--- src/rtl/gdds_pkg.sv ---
package gdds_pkg;

  localparam int MaxGrid = 32;
  localparam int CoordW  = 5;
  localparam int AddrW   = 3 * CoordW;
  localparam int Cells   = MaxGrid * MaxGrid * MaxGrid;
  localparam int SumW    = 19;

  localparam logic [1:0] CmdWrite = 2'd0;
  localparam logic [1:0] CmdTick  = 2'd1;
  localparam logic [1:0] CmdRead  = 2'd2;

  localparam logic [2:0] RegGridSize = 3'd0;
  localparam logic [2:0] RegRest     = 3'd1;
  localparam logic [2:0] RegDiffW    = 3'd2;
  localparam logic [2:0] RegRecovW   = 3'd3;
  localparam logic [2:0] RegDamp     = 3'd4;

  localparam logic [5:0]  GridMin  = 6'd8;
  localparam logic [5:0]  GridMax  = 6'd32;
  localparam logic [14:0] DiffWMax = 15'd16384;
  localparam logic [4:0]  DivSteps = 5'd19;

  // Neighbor codes used while gathering one cell.
  localparam logic [2:0] NbOwn = 3'd0;
  localparam logic [2:0] NbXp  = 3'd1;
  localparam logic [2:0] NbXm  = 3'd2;
  localparam logic [2:0] NbYp  = 3'd3;
  localparam logic [2:0] NbYm  = 3'd4;
  localparam logic [2:0] NbZp  = 3'd5;
  localparam logic [2:0] NbZm  = 3'd6;

  typedef struct packed {
    logic [5:0]  grid_size;
    logic [15:0] rest_density;
    logic [14:0] diffusion_weight;
    logic [15:0] recovery_weight;
    logic [15:0] damping_factor;
  } cfg_t;

  typedef struct packed {
    logic       wr_io;
    logic       rd_io;
    logic       rd_sweep;
    logic [2:0] nb;
    logic       sweep_clr;
    logic       sweep_inc;
    logic       div_load;
    logic       div_step;
    logic       l1_en;
    logic       l2_en;
    logic       wb_en;
    logic       bank_flip;
    logic       clr_en;
    logic       out_load;
  } ctl_t;

  typedef struct packed {
    logic clr_done;
    logic div_done;
    logic sweep_last;
    logic out_busy;
  } sts_t;

  function automatic logic [15:0] lerp_trunc(input logic [15:0] a, input logic [15:0] b,
                                             input logic [15:0] w);
    logic [15:0] diff;
    logic [31:0] prod;
    diff = (b >= a) ? (b - a) : (a - b);
    prod = diff * w;
    return (b >= a) ? (a + prod[31:16]) : (a - prod[31:16]);
  endfunction

  function automatic logic [15:0] damp_vel(input logic [15:0] raw, input logic [15:0] f);
    logic [15:0] mag;
    logic [31:0] prod;
    mag  = raw[15] ? (~raw + 16'd1) : raw;
    prod = mag * f;
    return raw[15] ? (~prod[31:16] + 16'd1) : prod[31:16];
  endfunction

endpackage

--- src/rtl/gdds_ctrl.sv ---
module gdds_ctrl (
  input  logic           clk_i,
  input  logic           rst_ni,
  input  logic           in_valid_i,
  input  logic [1:0]     in_cmd_i,
  output logic           in_ready_o,
  input  gdds_pkg::sts_t sts_i,
  output gdds_pkg::ctl_t ctl_o
);

  localparam logic [3:0] StClear  = 4'd0;
  localparam logic [3:0] StIdle   = 4'd1;
  localparam logic [3:0] StRdOut  = 4'd2;
  localparam logic [3:0] StTRead  = 4'd3;
  localparam logic [3:0] StTLast  = 4'd4;
  localparam logic [3:0] StTDLoad = 4'd5;
  localparam logic [3:0] StTDiv   = 4'd6;
  localparam logic [3:0] StTL1    = 4'd7;
  localparam logic [3:0] StTL2    = 4'd8;
  localparam logic [3:0] StTWb    = 4'd9;

  logic [3:0] state_q, state_d;
  logic [2:0] k_q, k_d;
  logic       accept;

  assign in_ready_o = (state_q == StIdle);
  assign accept     = in_valid_i & in_ready_o;

  always_comb begin
    state_d = state_q;
    k_d     = k_q;
    ctl_o   = '0;
    case (state_q)
      StClear: begin
        ctl_o.clr_en = 1'b1;
        if (sts_i.clr_done) state_d = StIdle;
      end
      StIdle: begin
        if (accept) begin
          case (in_cmd_i)
            gdds_pkg::CmdWrite: ctl_o.wr_io = 1'b1;
            gdds_pkg::CmdTick: begin
              ctl_o.sweep_clr = 1'b1;
              k_d     = gdds_pkg::NbOwn;
              state_d = StTRead;
            end
            gdds_pkg::CmdRead: begin
              ctl_o.rd_io = 1'b1;
              state_d     = StRdOut;
            end
            default: ;
          endcase
        end
      end
      StRdOut: begin
        if (!sts_i.out_busy) begin
          ctl_o.out_load = 1'b1;
          state_d        = StIdle;
        end
      end
      StTRead: begin
        ctl_o.rd_sweep = 1'b1;
        ctl_o.nb       = k_q;
        if (k_q == gdds_pkg::NbZm) begin
          k_d     = gdds_pkg::NbOwn;
          state_d = StTLast;
        end else begin
          k_d = k_q + 3'd1;
        end
      end
      StTLast: state_d = StTDLoad;
      StTDLoad: begin
        ctl_o.div_load = 1'b1;
        state_d        = StTDiv;
      end
      StTDiv: begin
        if (sts_i.div_done) state_d = StTL1;
        else ctl_o.div_step = 1'b1;
      end
      StTL1: begin
        ctl_o.l1_en = 1'b1;
        state_d     = StTL2;
      end
      StTL2: begin
        ctl_o.l2_en = 1'b1;
        state_d     = StTWb;
      end
      StTWb: begin
        ctl_o.wb_en = 1'b1;
        if (sts_i.sweep_last) begin
          ctl_o.bank_flip = 1'b1;
          state_d         = StIdle;
        end else begin
          ctl_o.sweep_inc = 1'b1;
          state_d         = StTRead;
        end
      end
      default: state_d = StIdle;
    endcase
  end

  always_ff @(posedge clk_i or negedge rst_ni) begin
    if (!rst_ni) begin
      state_q <= StClear;
      k_q     <= gdds_pkg::NbOwn;
    end else begin
      state_q <= state_d;
      k_q     <= k_d;
    end
  end

endmodule

--- config.mk ---
export PLATFORM = sky130hd
export DESIGN_NAME = gdds_ctrl
export DESIGN_NICKNAME = d
export VERILOG_FILES = /design/src/rtl/gdds_pkg.sv /design/src/rtl/gdds_ctrl.sv
export SDC_FILE = /design/constraint.sdc
export NUM_CORES = 1
export LEC_CHECK = 0
export BUFFER_PORTS_ARGS = -buffer_cell sky130_fd_sc_hd__clkbuf_2
export CAP_MARGIN = 20
export CORE_AREA = 2 2 39 41
export CTS_BUF_LIST = sky130_fd_sc_hd__clkbuf_4
export DETAILED_ROUTE_END_ITERATION = 8
export DIE_AREA = 0 0 41 43
export PLACE_DENSITY_LB_ADDON = 0.12
export SLEW_MARGIN = 20
export SYNTH_ARGS = -nofsm -noshare
export SYNTH_HDL_FRONTEND = slang
export SYNTH_SLANG_ARGS = --single-unit
--- constraint.sdc ---
create_clock -name clk_i -period 4.37 [get_ports clk_i]
set_clock_uncertainty 0.1 [all_clocks]
set_input_delay 0 -clock clk_i [delete_from_list [all_inputs] [get_ports clk_i]]
set_output_delay 0 -clock clk_i [all_outputs]
set_load 0.05 [all_outputs]
==> impl_metrics.toml, run 1 <==
[outcome]
status = "finished clean"

[pwr]
power_density_nw_per_um2 = 804
vdd_drop_max_v = 0.000332
p_leak_uw = 0.000363

[drt]
initialDrtViolationCount = 1
final_antenna_net_count = 0
drt_first_pass_iters = 4
vias = 590
drc = 0
wl_per_cell_um = 11.6
via_per_inst = 5.32
wl_um = 1290

[sta]
timing.hold.ws_ns = 0.0215
final.period_utilization_pct = 45.1
finalSetupTns_ns = 0
slew_violations = 0
min_period_ns = 1.97
relSlewSlack_pct = 73.2
setup_viol = 0
timing.fmax_mhz = 507
rsz0062_at_grt = "no"
hold_viol = 0
worst_pin_slew_ns = 0.402

[cts]
htree_levels = 1
cts.sinks = 7
cts_resized = 0
cts_buffer_depth = 2
cts_tree = "yes"
numCtsBuffers = 3
clock_latency_ns = 0.25
post_cts_buffers = 0
cts-root-buf = "clkbuf_4"
clkSlewWorstSetupHoldPaths_ns = 0.05

[logic_synthesis]
syn_avg_cell_area_um2 = 8.32
synth_top_cell_by_area = "dfrtp_1"
ys_ff_latch = 7
syn_area_um2 = 574
syn_inst = 69
yosys.cell_types.count = 34
synth_top_area_share_pct = 30.5
ys.warnings.count = 0
synth.area.top_cells = "dfrtp_1 (31%), nor2_1 (5.9%), nand2b_1 (5.4%)"
seq_area_frac_synth_pct = 30.5
synth_fp_nets = 78

[setup_path]
start_kind = "register"
path_cells = "nor4b_4 -> nand2_1 -> nor3b_1 -> clkbuf_2"
crit_arrival_ns = 1.87
r2r_end = "state_q[1]$_DFFE_PN0P_"
r2r_cells = 5
crit_family = "simple AND/OR/NAND/NOR gates"
cpPeakStageDelay_ns = 0.52
slowest_stage = "dfrtp_1"
crit_required_ns = 4.27
critical_path.max_fanout = 12
critical_path_buf_inv_count = 1
critPathKind = "reg2out"
r2r-start = "state_q[2]$_DFFE_PN0P_"
endpoint_kind = "primary output"
rrSetupSlack_ns = 2.53

[floorplanning]
pin_count = 26
start_util_pct = 41.5
die_area_um2 = 1760
coreArea_um2 = 1380
dieWidth_um = 41
die_h_um = 43
placementRows = 14

[placed_design]
hpwl_um = 1030
port-buffer-count = 25
gp_congestion = 0.767

[run]
cap_violations = 0

[grt]
grt_use_total_pct = 17.5
overflow = 0
antenna_found_initial = 0
grt_pass1_vias = 523
grt_max_degree = 13
grt_pass1_wl_um = 2130

[min_path]
hp-class = "in2async"

[finish]
nNetsFinal = 105
n_antenna_cell = 0
drive_above_1_share_pct = 34.7
area_growth_pct = 27.9
-- metal layers --
layer / wire length [um] / vias to the layer above / global-route usage (%)
met5: 0 / - / 0
met1: 548 / 265 / 19.2
met3: 55 / 0 / 4.71
met4: 0 / 0 / 2.00
li1: - / 307 / -
met2: 689 / 18 / 32.2
-- sequential cells by signal (all words and copies together), names as in the netlist --
signal and count:
state_q 4, k_q 3
-- cell usage in the layout, fill, tap and decap left out --
master,instances
a31oi_1,2
nand3b_1,1
clkbuf_4,4
nand2b_1,5
nor3_1,5
inv_1,2
clkbuf_2,25
nor3b_1,2
or2_2,1
o22a_1,1
nor2_1,9
and3b_1,2
a21oi_1,3
or2b_1,1
a41oi_1,1
o21ai_1,1
a211oi_1,1
nor4b_4,1
a21o_1,1
and2_1,4
dlygate4sd3_1,1
nand4bb_1,1
a32oi_2,1
dfrtp_1,7
nor4_1,2
o21bai_1,1
o21ai_0,1
and2_4,1
nand3_1,1
o31ai_1,1
a22o_1,1
o211ai_1,1
nand2_1,3
o21a_1,1
-- cells by family (layout without fill, tap and decap cells) --
logic type | count (synthesis) | after routing | share of synthesized area, %
AND/OR/NAND/NOR | 39 | 39 | 42.0
AO/OA/AOI/OAI | 17 | 17 | 21.8
flip-flops | 7 | 7 | 30.5
buffers and inverters | 6 | 32 | 5.66
-- synthesized netlist by cell type, drive strengths merged --
cell     n
a41oi    1
clkbuf   1
o211ai   1
nand2    3
inv      2
o22a     1
nand3    1
o21a     1
a211oi   1
nor3     5
a32oi    1
a21oi    3
dfrtp    7
a21o     1
a31oi    2
nor4     2
o21ai    2
and3b    2
nor3b    2
or2b     1
o21bai   1
nor2     9
nor4b    1
or2      1
nand4bb  1
o31ai    1
buf      3
nand3b   1
nand2b   5
and2     5
a22o     1
-- worst max-delay path by stage --
stage,slack [ns],endpoint,startpoint,depth (start not counted)
floorplan,1.62,ctl_o[9],state_q[3]$_DFFE_PN0P_,4
global placement,2.63,state_q[1]$_DFFE_PN0P_,state_q[2]$_DFFE_PN0P_,5
detailed placement,2.51,state_q[1]$_DFFE_PN0P_,state_q[2]$_DFFE_PN0P_,5
CTS,2.39,ctl_o[9],state_q[1]$_DFFE_PN0P_,4
global route,2.27,ctl_o[9],state_q[1]$_DFFE_PN0P_,4
finish,2.40,ctl_o[9],state_q[1]$_DFFE_PN0P_,4
-- what timing repair did --
item                       4_1_cts  5_1_grt
setup endpoints to repair        0        0
hold endpoints to repair         7        0
hold buffers                     1        0
-- report_power, final --
group / internal (uW) / switching, uW / leakage, uW
clock: 41.0 / 22.5 / 0.0000184
combinational: 131 / 232 / 0.000257
sequential: 94.8 / 69.1 / 0.0000875
total: 267 / 324 / 0.000363
-- layout make-up --
cell class / instances / area (um^2)
clock buffers: 4 / 30.0
inverters: 2 / 7.51
well taps: 16 / 20.0
flip-flops and latches: 7 / 175
repair buffers: 26 / 135
fillers: 136 / 649
multi-input cells: 56 / 367
-- stage by stage --
stage / power (uW) / util (%) / std cells / setup slack, ns / instance area, um^2
6_report: 591 / 53.1 / 111 / 2.40 / 734
5_1_grt: 641 / 53.1 / 111 / 2.27 / 734
4_1_cts: 598 / 53.1 / 111 / 2.39 / 734
3_5_place_dp: 533 / 50.2 / 106 / 2.51 / 694
3_3_place_gp: 524 / 50.2 / 106 / 2.63 / 694
2_1_floorplan: 462 / - / 69 / 1.62 / 574
(Power assumes the default switching activity.)
==> run 2: changes to the inputs <==
- clock period: 4.37 -> 2 ns (I/O delays scaled with it)
==> run 2 against run 1 <==
Net effect: the flow now finishes with violations (negative hold slack); die area unchanged; first-iteration DRC count rose to 8.0 times the previous value; wire length down 1.5%; core utilization up 4.7 points; clock power up 130%; sequential cell count unchanged; global-route usage down 0.91 points; critical path type unchanged; largest power group unchanged; highest routed layer is now met4.
==> impl_metrics.toml, run 2 (synthesized netlist as in run 1, its figures left out) <==
[sta]
worst_pin_slew_ns = 0.346
slew_violations = 0
final.period_utilization_pct = 93.3
timing.hold.ws_ns = -0.000275
relSlewSlack_pct = 76.8
timing.fmax_mhz = 536
setup_viol = 0
min_period_ns = 1.87
hold_viol = 2
rsz0062_at_grt = "no"

[setup_path]
critical_path.max_fanout = 7
crit_required_ns = 1.90
path_cells = "nor4b_4 -> nand2_2 -> nor3b_2 -> clkbuf_2"
r2r_cells = 4
r2r_end = "state_q[1]$_DFFE_PN0P_"
slowest_stage = "dfrtp_1"
critPathKind = "reg2out"
rrSetupSlack_ns = 0.32
start_kind = "register"
cpPeakStageDelay_ns = 0.46
endpoint_kind = "primary output"
r2r-start = "state_q[1]$_DFFE_PN0P_"
crit_arrival_ns = 1.77

[placed_design]
hpwl_um = 979
port-buffer-count = 25
gp_congestion = 0.755
dpl-instance-area_um2 = 743

[floorplanning]
coreArea_um2 = 1380
die_h_um = 43
start_util_pct = 41.5
die_area_um2 = 1760
dieWidth_um = 41
pin_count = 26
placementRows = 14

[cts]
cts-root-buf = "clkbuf_4"
clkSlewWorstSetupHoldPaths_ns = 0.06
numCtsBuffers = 3
cts_tree = "yes"
cts_buffer_depth = 2
cts.sinks = 7
clock_latency_ns = 0.26
htree_levels = 1

[outcome]
violations = "negative hold slack"
status = "finished with violations"

[drt]
drt_first_pass_iters = 4
wl_per_cell_um = 11.0
drc = 0
via_per_inst = 5.20
wl_um = 1270
initialDrtViolationCount = 8
vias = 603
final_antenna_net_count = 0

[grt]
grt_pass1_wl_um = 2010
grt_max_degree = 13
met1_usage_pct = 23.0
grtUsageMet2_pct = 24.1
gr-usage-met3_pct = 4.71
overflow = 0
antenna_found_initial = 0
busiest_layer = "met2"
grt_pass1_vias = 489
grt_use_total_pct = 16.6

[finish]
largest_reg_flops = 4
layout_commonest_cell = "clkbuf_2"
drive_above_1_share_pct = 44.0
nNetsFinal = 110
largestRegisters = "state_q x4, k_q x3"
n_fill_cell = 135
area_growth_pct = 39.2
design_area_um2 = 800
top_register = "state_q"
layout_common_cells = "clkbuf_2 (25), nor2_1 (8), dfrtp_1 (6)"
n_antenna_cell = 0

[min_path]
hp-class = "in2async"

[pwr]
power_density_nw_per_um2 = 1740
total_power_uw = 1390
vdd_drop_max_v = 0.000778
p_leak_uw = 0.000396

[run]
cap_violations = 0
-- run 2: metrics by stage --
| step | setup WS [ns] | hold slack, ns | util, % | setup TNS, ns | std cells |
|---|---|---|---|---|---|
| finish | 0.134 | -0.000275 | 57.8 | 0 | 116 |
| global route | 0.00882 | 0.0241 | 57.8 | 0 | 116 |
| CTS | 0.0623 | 0.00798 | 56.6 | 0 | 114 |
| detailed placement | 0.261 | -0.260 | 53.7 | 0 | 109 |
| global placement | 0.321 | -0.262 | 53.7 | 0 | 109 |
| floorplan | -0.242 | -0.396 | - | -1.04 | 69 |
-- run 2: worst max path at each step --
stage                              to  depth (start not counted)  slack (ns)                    from
2_1_floorplan                ctl_o[9]                          4       -0.24  state_q[3]$_DFFE_PN0P_
6_report                     ctl_o[9]                          4        0.13  state_q[1]$_DFFE_PN0P_
5_1_grt                      ctl_o[9]                          4       0.009  state_q[1]$_DFFE_PN0P_
4_1_cts                      ctl_o[9]                          4        0.06  state_q[0]$_DFFE_PN0P_
3_3_place_gp   state_q[1]$_DFFE_PN0P_                          4        0.32  state_q[0]$_DFFE_PN0P_
3_5_place_dp   state_q[1]$_DFFE_PN0P_                          4        0.26  state_q[0]$_DFFE_PN0P_
-- run 2: worst max-delay path: cells and delay by family, from the launching register on --
kind | cells | cell delay (ns)
buf+inv | 1 | 0.29
simple gates | 3 | 0.77
flops | 1 | 0.46
-- run 2: layout make-up --
cell class                 instances  area (um^2)  share of cell area, %
timing repair buffer              31          173                   21.6
multi-input combinational         56          393                   49.1
tap                               16         20.0                   2.50
clock buffer                       4         30.0                   3.76
inverter                           2         7.51                  0.939
sequential                         7          176                   22.1
-- run 2: what timing repair did --
action                                  4_1_cts  5_1_grt
setup buffers                                 0        2
hold endpoints to repair                      7        0
hold buffers                                  1        0
gates resized for setup                       0        1
endpoints found under the setup margin        0        4
-- run 2: metal layers --
metal  share of wire [%]  routed length [um]
met4                 1.5                  19
met3                 6.2                  79
met2                  45                 573
met1                  47                 600
met5                   0                   0
-- run 2: power breakdown --
group | leakage, uW | internal (uW) | switching (uW)
sequential | 0.0000866 | 210 | 112
clock | 0.0000184 | 90.0 | 57.6
combinational | 0.000291 | 349 | 569
==> run 3: changes to the inputs <==
- ABC_AREA: unset -> 1
==> run 3 against run 2 <==
Net effect: the flow now finishes without violations; fmax increased by 5.5%; wire length up 2.0%; via count is 11% higher; register-to-register slack better by 0.26 ns; sequential cell count did not move; final cell count is 22% higher; non-clock buffer count down 5; die area unchanged; synthesized area increased by 2.8%; first-iteration DRC count grew 140%; worst setup slack improved by 0.097 ns; sequential share of layout area up 0.37 points.
==> impl_metrics.toml, run 3 <==
[floorplanning]
pin_count = 26
dieWidth_um = 41
die_h_um = 43
die_area_um2 = 1760
coreArea_um2 = 1380
start_util_pct = 42.7
placementRows = 14

[finish]
n_antenna_cell = 0
layout_commonest_cell = "clkbuf_2"
nNetsFinal = 135
drive_above_1_share_pct = 35.2
design_area_um2 = 781
largest_reg_flops = 4
post-route-util_pct = 56.4
top_register = "state_q"
largestRegisters = "state_q x4, k_q x3"
area_growth_pct = 32.2
layout_common_cells = "clkbuf_2 (25), nor2_1 (19), inv_1 (18)"

[placed_design]
dpl-instance-area_um2 = 741
hpwl_um = 1100
port-buffer-count = 25
gp_congestion = 0.792
dp_slack_ns = 0.492

[logic_synthesis]
synth_fp_nets = 104
syn_inst = 95
seq_area_frac_synth_pct = 29.7
yosys.cell_types.count = 19
synth.area.top_cells = "dfrtp_1 (30%), nor2_1 (12%), inv_1 (11%)"
ys.warnings.count = 0
syn_area_um2 = 591
synth_top_area_share_pct = 29.7
syn_avg_cell_area_um2 = 6.22
synth_top_cell_by_area = "dfrtp_1"
synth_edf_count = 0
synthArstFlopShare_pct = 100
yosys-top-cells-count = "nor2_1 (19), inv_1 (18), nand2_1 (17)"
synth_most_common_cell = "nor2_1"
ys_ff_latch = 7
ys.flop_type = "dfrtp_1"

[drt]
routed-wl-met2_um = 674
wl_per_cell_um = 9.21
vias = 667
drt_first_pass_iters = 4
highest_layer = "met3"
via_per_inst = 4.73
wl_um = 1300
wl_met3_um = 29
final_antenna_net_count = 0
drt-met1-wl_um = 594
initialDrtViolationCount = 19
drc = 0

[cts]
post_cts_buffers = 0
cts.sinks = 7
htree_levels = 1
cts_resized = 0
hold_buffers = 1
cts_buffer_depth = 2
numCtsBuffers = 3
cts-root-buf = "clkbuf_4"
cts_tree = "yes"
clkSlewWorstSetupHoldPaths_ns = 0.05
clock_latency_ns = 0.24

[sta]
final.period_utilization_pct = 88.4
rsz0062_at_grt = "no"
fin_ws_ns = 0.232
worst_pin_slew_ns = 0.286
min_period_ns = 1.77
hold_viol = 0
setup_viol = 0
finalSetupTns_ns = 0
relSlewSlack_pct = 81.0
slew_violations = 0
timing.fmax_mhz = 566

[setup_path]
crit_arrival_ns = 1.67
path_cells = "nor2_4 -> nand2_2 -> nor2_2 -> inv_1 -> nor3_2 -> clkbuf_2"
cpPeakStageDelay_ns = 0.44
critical_path.max_fanout = 7
endpoint_kind = "primary output"
crit_required_ns = 1.90
start_kind = "register"
slowest_stage = "dfrtp_1"
critPathKind = "reg2out"

[run]
cap_violations = 0

[grt]
grt_pass1_vias = 525
antenna_found_initial = 0
grt_pass1_wl_um = 2030
grt_max_degree = 9
overflow = 0
grt_use_total_pct = 16.8

[pwr]
p_leak_uw = 0.000480
power_density_nw_per_um2 = 1690
vdd_drop_max_v = 0.000757
total_power_uw = 1320

[min_path]
hp-class = "in2async"

[outcome]
status = "finished clean"
## run 3: cell count changes in the layout (fill, tap and decap cells not counted), moves of 3 or more
cell and delta:
nand3_1 +9, nand2b_1 -5, and2_1 -4, inv_1 +16
inv_2 +3, nand2_1 +15, nor2_1 +11, buf_4 -5
## run 3: layer usage
layer | track usage [%] | vias up
met5 | 0 | -
met4 | 8.00 | 0
met3 | 3.14 | 0
met2 | 24.1 | 8
met1 | 23.6 | 307
li1 | - | 352
## run 3: metrics by stage
| step | hold slack [ns] | cells |
|---|---|---|
| after floorplan | -0.396 | 95 |
| after global placement | -0.264 | 136 |
| after detailed placement | -0.263 | 136 |
| after CTS | 0.00990 | 141 |
| after global routing | 0.0259 | 141 |
| final | 0.0237 | 141 |
## run 3: area by class of cell
type | instances | area, um^2
fill | 149 | 603
multi-input combinational | 67 | 342
sequential | 7 | 175
timing repair buffer | 26 | 135
inverter | 21 | 78.8
clock buffer | 4 | 30.0
tap | 16 | 20.0
## run 3: path summary, 6_finish.rpt
| check | end | from | cells past startpoint | slack [ns] |
|---|---|---|---|---|
| setup / recovery | ctl_o[15] | state_q[3]$_DFFE_PN0P_ | 6 | 0.23 |
| hold / removal | state_q[0]$_DFFE_PN0P_ | rst_ni | 2 | 0.02 |
| setup reg to reg | k_q[0]$_DFFE_PN0P_ | state_q[3]$_DFFE_PN0P_ | 6 | 0.58 |
| hold reg to reg | k_q[2]$_DFFE_PN0P_ | k_q[2]$_DFFE_PN0P_ | 2 | 0.47 |
| max in group asynchronous | state_q[1]$_DFFE_PN0P_ | rst_ni | 2 | 1.63 |
| min in group clk_i | state_q[2]$_DFFE_PN0P_ | sts_i[2] | 4 | 0.03 |
## run 3: worst max-delay path, delay by kind of cell, from the launching register on
family	cells	cell delay [ns]
buf+inv	2	0.38
simple gates	4	0.60
flops	1	0.44
## run 3: where the power goes
| group | switching, uW | internal, uW | leakage [uW] |
|---|---|---|---|
| Clock | 46.6 | 89.3 | 0.0000184 |
| Sequential | 86.9 | 204 | 0.0000891 |
| Combinational | 648 | 247 | 0.000373 |
## run 3: kinds of logic (layout without fill, tap and decap cells)
kind of cell,after synthesis,in the layout,synth area share [%]
simple gates,60,60,49.6
buf+inv,21,51,13.3
flops,7,7,29.7
compound gates,6,6,5.93
xor+xnor,1,1,1.48
